[src/rtl/mtss_pkg.sv]
`default_nettype none
package mtss_pkg;
  localparam int unsigned N = 624;
  localparam int unsigned M = 397;
  localparam int unsigned AW = 10;
  localparam int unsigned STACK_DEPTH = 64;
  localparam int unsigned SAW = (STACK_DEPTH > 1) ? $clog2(STACK_DEPTH) : 1;
  localparam int unsigned SCW = $clog2(STACK_DEPTH + 1);
  localparam logic [31:0] MATRIX = 32'h9908b0df;
  localparam logic [31:0] UPPER = 32'h80000000;
  localparam logic [31:0] LOWER = 32'h7fffffff;
  localparam logic [31:0] MULT = 32'd6069;
  localparam logic [31:0] DEF_SEED = 32'd4357;

  typedef enum logic [2:0] {
    OP_NEXT = 3'd0, OP_RANGE = 3'd1, OP_SEED = 3'd2, OP_PUSH = 3'd3, OP_POP = 3'd4
  } op_e;

  typedef enum logic [1:0] {
    ST_OK = 2'd0, ST_FULL = 2'd1, ST_EMPTY = 2'd2
  } status_e;

  function automatic logic [31:0] temper(input logic [31:0] x);
    logic [31:0] y;
    y = x ^ (x >> 11);
    y = y ^ ((y << 7) & 32'h9d2c5680);
    y = y ^ ((y << 15) & 32'hefc60000);
    y = y ^ (y >> 18);
    return y;
  endfunction
endpackage
`default_nettype wire

[src/rtl/mtss_div.sv]
`default_nettype none
module mtss_div import mtss_pkg::*; (
  input  wire logic        clk_i,
  input  wire logic        rst_ni,
  input  wire logic        start_i,
  input  wire logic [32:0] num_i,
  input  wire logic [32:0] den_i,
  output logic             done_o,
  output logic [32:0]      quo_o
);
  logic [32:0] rem_q, rem_d, quo_q, quo_d, den_q, den_d;
  logic [5:0]  cnt_q, cnt_d;
  logic        busy_q, busy_d;
  logic [33:0] trial;

  always_comb begin
    rem_d = rem_q; quo_d = quo_q; den_d = den_q; cnt_d = cnt_q; busy_d = busy_q;
    done_o = 1'b0;
    trial = {rem_q, quo_q[32]} - {1'b0, den_q};
    if (start_i) begin
      rem_d = '0; quo_d = num_i; den_d = den_i; cnt_d = 6'd33; busy_d = 1'b1;
    end else if (busy_q) begin
      if (!trial[33]) begin
        rem_d = trial[32:0];
        quo_d = {quo_q[31:0], 1'b1};
      end else begin
        rem_d = {rem_q[31:0], quo_q[32]};
        quo_d = {quo_q[31:0], 1'b0};
      end
      cnt_d = cnt_q - 6'd1;
      if (cnt_q == 6'd1) begin
        busy_d = 1'b0;
        done_o = 1'b1;
      end
    end
    quo_o = quo_d;
  end

  always_ff @(posedge clk_i or negedge rst_ni) begin
    if (!rst_ni) begin
      busy_q <= 1'b0;
      cnt_q <= '0;
    end else begin
      busy_q <= busy_d;
      cnt_q <= cnt_d;
    end
  end

  always_ff @(posedge clk_i) begin
    rem_q <= rem_d; quo_q <= quo_d; den_q <= den_d;
  end
endmodule
`default_nettype wire

[config.mk]
export PLATFORM = sky130hd
export DESIGN_NAME = mtss_div
export DESIGN_NICKNAME = d
export VERILOG_FILES = /design/src/rtl/mtss_pkg.sv /design/src/rtl/mtss_div.sv
export SDC_FILE = /design/constraint.sdc
export NUM_CORES = 1
export LEC_CHECK = 0
export BUFFER_PORTS_ARGS = -buffer_cell sky130_fd_sc_hd__buf_2
export CAP_MARGIN = 20
export CORE_AREA = 2 2 161 163
export CTS_BUF_LIST = sky130_fd_sc_hd__clkbuf_8
export CTS_CLUSTER_SIZE = 10
export DETAILED_ROUTE_END_ITERATION = 7
export DIE_AREA = 0 0 163 165
export HOLD_SLACK_MARGIN = 0.12
export PLACE_DENSITY = 0.51
export SYNTH_ARGS = -nofsm -noshare
export SYNTH_HDL_FRONTEND = slang
export SYNTH_SLANG_ARGS = --single-unit
[constraint.sdc]
create_clock -name clk_i -period 4.3 [get_ports clk_i]
set_input_delay 0 -clock clk_i [delete_from_list [all_inputs] [get_ports clk_i]]
set_output_delay 0 -clock clk_i [all_outputs]
set_load 0.02 [all_outputs]
# Yosys cells after proc, flatten, opt, wreduce, memory -nomap -nowiden
# Cells that the tools add are included.
# Widths: inputs -> output; s select.
[word_totals] reg_bits=106 wordCells=21
[classes] n_addsub=2 n_eq_ne=1 mux=12 n_reduce_logical=1
[ops] op="$mux 33" n=3
[ops] op="$sub 34x33->34" n=1
[ops] op="$mux 6" n=2
[ops] op="$mux 1" n=7
[ops] op="$eq 6x1->1 const B" n=1
[ops] op="$sub 6x1->6 const B" n=1
[ops] op="$reduce_bool 2->1" n=1

# Depth between registers and ports, before layout
[logic_depth] depth_word=4 ltp_mapped=14 mapped_depth_nobuf=12

# Worst setup path before layout
# OpenSTA, ideal clock, no wires.
[synth_timing] path_type="register -> register" startpoint="register quo_q[32]" endpoint="register rem_q[24]" arrival_ps=2664 setup_slack_ps=1546 stages_incl_launch_ff=13 period_less_slack_ps=2754 path_cell_list="dfxtp_1 inv_1 ha_1 fa_1 nor2b_1 o2111ai_1 a21oi_1 o21bai_1 a31oi_1 o211ai_1 mux2_1 a31o_1 a311oi_1"
[synth_via] elab_chain_len=2
[synth_rtl] element="from (decl)" line="mtss_div.sv:11" rtl="logic [32:0] rem_q, rem_d, quo_q, quo_d, den_q, den_d;"
[synth_rtl] element="from (signal assigned)" line="mtss_div.sv:50" rtl="rem_q <= rem_d; quo_q <= quo_d; den_q <= den_d;"
[synth_rtl] element="$sub 34x33->34" line="mtss_div.sv:19" rtl="trial = {rem_q, quo_q[32]} - {1'b0, den_q};"
[synth_rtl] element="$mux 33" line="mtss_div.sv:23" rtl="if (!trial[33]) begin"
[synth_rtl] element="to (signal assigned)" line="mtss_div.sv:50"
[synth_rtl] element="to (decl)" line="mtss_div.sv:11"
# No other way between the ends.
# A chain may end at the register's enable or synchronous reset.

# Worst setup path in the final report
[layout_timing] startpoint="register den_q[8]" endpoint="output port quo_o[0]"
[layout_via] elab_chain_len=4
[layout_rtl] element="from (decl)" line="mtss_div.sv:11"
[layout_rtl] element="from (signal assigned)" line="mtss_div.sv:50"
[layout_rtl] element="$sub 34x33->34" line="mtss_div.sv:19"
[layout_rtl] element="$mux 1" line="mtss_div.sv:23"
[layout_rtl] element="$mux 33" line="mtss_div.sv:22" rtl="end else if (busy_q) begin"
[layout_rtl] element="$mux 33" line="mtss_div.sv:20" rtl="if (start_i) begin"
[layout_rtl] element="to (decl)" line="mtss_div.sv:9" rtl="output logic [32:0] quo_o"
# No other way between the ends.

==> impl_metrics.json <==
{
  "nFillCells": 2656,
  "busiest_layer": "met2",
  "cp-start-kind": "flop",
  "syn_area_sq_um": 6238,
  "crit_required_ps": 4300,
  "fmaxAchievable_mhz": 304.6,
  "setup_viol": 0,
  "synth_area_per_cell_sq_um": 9.161,
  "fin_tns_setup_ps": 0,
  "startpoint": "den_q[8]$_DFFE_PP_",
  "drc": 0,
  "io-pin-count": 103,
  "r2r_slack_ps": 1080,
  "drtAntennaViolNets": 0,
  "synth_ff_type": "dfxtp_1",
  "grt_max_degree": 77,
  "p_switching_w": 0.001462,
  "antenna_found_initial": 0,
  "drt_first_pass_iters": 4,
  "rsz0062_at_grt": "false",
  "cts-root-buf": "clkbuf_8",
  "met1_usage_pct": 15.81,
  "final_max_slew_viol_count": 0,
  "outcome": "finished clean",
  "dp_hpwl_um": 11040,
  "layout_commonest_cell": "buf_2",
  "grt_overflow_total": 0,
  "arrival_ps": 3280,
  "fp.coreArea_sq_um": 25040,
  "ys_ff_latch": 106,
  "path_clk_slew_ps": 110,
  "dieWidth_um": 163,
  "worst_pin_slew_ps": 980.1,
  "synth.distinct_cells": 64,
  "syn_nets": 786,
  "leakagePower_nw": 3.625,
  "rows": 58,
  "p_int_w": 0.002177,
  "async_flop_share_pct": 6.604,
  "final_cell_mix": "buf_2, nand2_1, dlygate4sd3_1, dfxtp_1, mux2i_1",
  "crit_path_max_fanout": 20,
  "p_seq_share_pct": 39.1,
  "routedWlPerCell_um": 13.42,
  "swShare_pct": 40.18,
  "grt_pass1_wl_um": 25630,
  "r2r-start": "quo_q[32]$_DFF_P_",
  "synth_edf_count": 33,
  "synthCells": 681,
  "vias_per_cell": 4.491,
  "peakVddDrop_uv": 153.8,
  "grt_util_met3_pct": 2.034,
  "yosys_warnings": 0,
  "hp-class": "input pin to flop",
  "drtIter0Drc": 264,
  "relSlewSlack_pct": 34.66,
  "numClockSinks": 106,
  "crit_type": "flop to primary output",
  "numCtsBuffers": 9,
  "hold_viol_final": 0,
  "portBuffers": 102,
  "cts_tree": "yes",
  "nets": 934,
  "grt_use_met2_pct": 19.40,
  "vias": 5228,
  "drive_above_1_share_pct": 16.31,
  "power_density_nw_per_um2": 462.7,
  "ys_seq_area_share_pct": 39.87,
  "period_share_pct": 76.35,
  "r2r_cells": 12,
  "combPwrFrac_pct": 44.5,
  "clock_path_buffers": 2,
  "period_needed_ps": 3283,
  "cts.repair.resized": 0,
  "synthToLayoutAreaGrowth_pct": 26.05,
  "wl_um": 15620,
  "die_h_um": 165,
  "htree_levels": 3,
  "whs_ps": 307.8,
  "clock-skew-final_ps": 15.47,
  "initial_core_util_pct": 24.92,
  "die_area_sq_um": 26900,
  "n_antenna_cell": 0,
  "crit_end": "quo_o[0]",
  "grt_pass1_vias": 5083,
  "finalWeightedCongestion": 0.8304,
  "critPathCaptureType": "primary output",
  "timing.rr.end": "rem_q[24]$_SDFFE_PP0P_",
  "track_usage_pct": 11.93,
  "clock_latency_ps": 390,
  "pwr-share-clk_pct": 16.4,
  "max-cap-violations": 0
}
## power groups by stage
stage               clock [W]  sequential [W]  combinational (W)
floorplan                   0         0.00135            0.00132
global placement            0         0.00144            0.00158
detailed placement          0         0.00144            0.00157
CTS                  0.000631         0.00142            0.00163
global route         0.000665         0.00145            0.00182
finish               0.000597         0.00142            0.00162
## per-stage QoR
step	instance area, sq um	total power (W)	cells	setup slack (ps)	utilization, %
final	7864	0.003639	1164	1017	31.41
after global routing	7864	0.003937	1164	708.0	31.41
after CTS	7864	0.003684	1164	967.5	31.41
after detailed placement	6997	0.003017	1079	1101	27.95
after global placement	6997	0.003018	1079	1181	27.95
after floorplan	6238	0.002666	681	1546	-
## worst max-delay path, stage by stage (launching register included)
cell and delay [ps]:
edfxtp_1 340, inv_1 40, ha_1 340, a21o_1 180, a21oi_1 300, o221ai_1 190, nor2_1 200, a211oi_2 110
o21ai_2 270, xor2_1 180, buf_4 270, a211oi_1 110, a21o_1 210, buf_2 160
## layer usage
metal	wire length [um]	part of all wire, %
met5	0	0
met4	339	2.2
met3	504	3.2
met2	7119	46
met1	7655	49
## timing repair
item / CTS / global route
hold buffers: 69 / 0
endpoints found under the hold margin: 93 / 0
buffers inserted: 0 / 0
## state kept, by name, indices dropped and copies added (netlist names)
name and flops:
cnt_q 6, busy_q 1, quo_q 33, den_q 33
rem_q 33
## cells in the mapped netlist, types with 2 or more instances
master	n	share of area (%)
buf_2	8	0.64
nor3_1	8	0.64
nand4b_1	3	0.42
buf_4	6	0.72
xor2_1	12	1.7
nand2_1	69	4.2
edfxtp_1	33	16
or3_1	3	0.30
xnor2_1	20	2.8
dfrtp_1	7	2.8
a21oi_2	2	0.28
nand3_1	14	1.1
a211oi_1	27	3.2
a211o_1	4	0.56
a21o_1	20	2.4
ha_1	35	7.0
a21oi_1	35	2.8
o2111ai_1	2	0.28
nor3b_1	4	0.48
nand4_1	6	0.60
o221ai_1	2	0.28
nand2b_1	6	0.60
a311oi_1	2	0.28
mux2i_1	54	8.7
o21ai_1	3	0.24
a31oi_1	7	0.70
o31ai_1	6	0.72
a311o_1	2	0.32
o21ai_0	41	3.3
o21bai_1	5	0.60
or2_1	2	0.20
dfxtp_1	66	21
buf_6	4	0.72
nor4_1	6	0.60
nor2b_1	7	0.70
and4_1	2	0.28
nor2_1	50	3.0
clkbuf_1	20	1.2
inv_1	45	2.7
o211ai_1	5	0.60
and3_1	3	0.30
o21a_1	3	0.36
## how the worst min path moves through the flow
stage | cells past startpoint | slack (ps) | endpoint | startpoint
after floorplan | 0 | -300 | busy_q$_DFF_PN0_ | rst_ni
after global placement | 1 | -150 | cnt_q[1]$_DFFE_PN0P_ | rst_ni
after detailed placement | 1 | -150 | cnt_q[1]$_DFFE_PN0P_ | rst_ni
after CTS | 2 | 280 | den_q[29]$_DFFE_PP_ | den_i[29]
after global routing | 2 | 290 | den_q[21]$_DFFE_PP_ | den_i[21]
final | 2 | 310 | den_q[29]$_DFFE_PP_ | den_i[29]
## final cells by class
cell class | instances | area, sq um | area share [%]
clock buffer | 9 | 123.9 | 1.575
inverter | 46 | 172.7 | 2.196
clock inverter | 7 | 52.55 | 0.6683
tap | 330 | 412.9 | 5.251
timing repair buffer | 177 | 1249 | 15.88
multi-input combinational | 489 | 3362 | 42.75
sequential | 106 | 2491 | 31.68
## kinds of logic (layout without fill, tap and decap cells)
group | after synthesis | after routing | synth area share (%)
AND/OR/NAND/NOR | 191 | 191 | 14.52
AO/OA/AOI/OAI | 174 | 174 | 18.25
flip-flops | 106 | 106 | 39.87
XOR/XNOR | 33 | 33 | 4.934
buffers and inverters | 86 | 239 | 6.237
adder cells (fa/ha/maj) | 36 | 36 | 7.341
multiplexers | 55 | 55 | 8.845
Power figures use the tool's default switching activity.
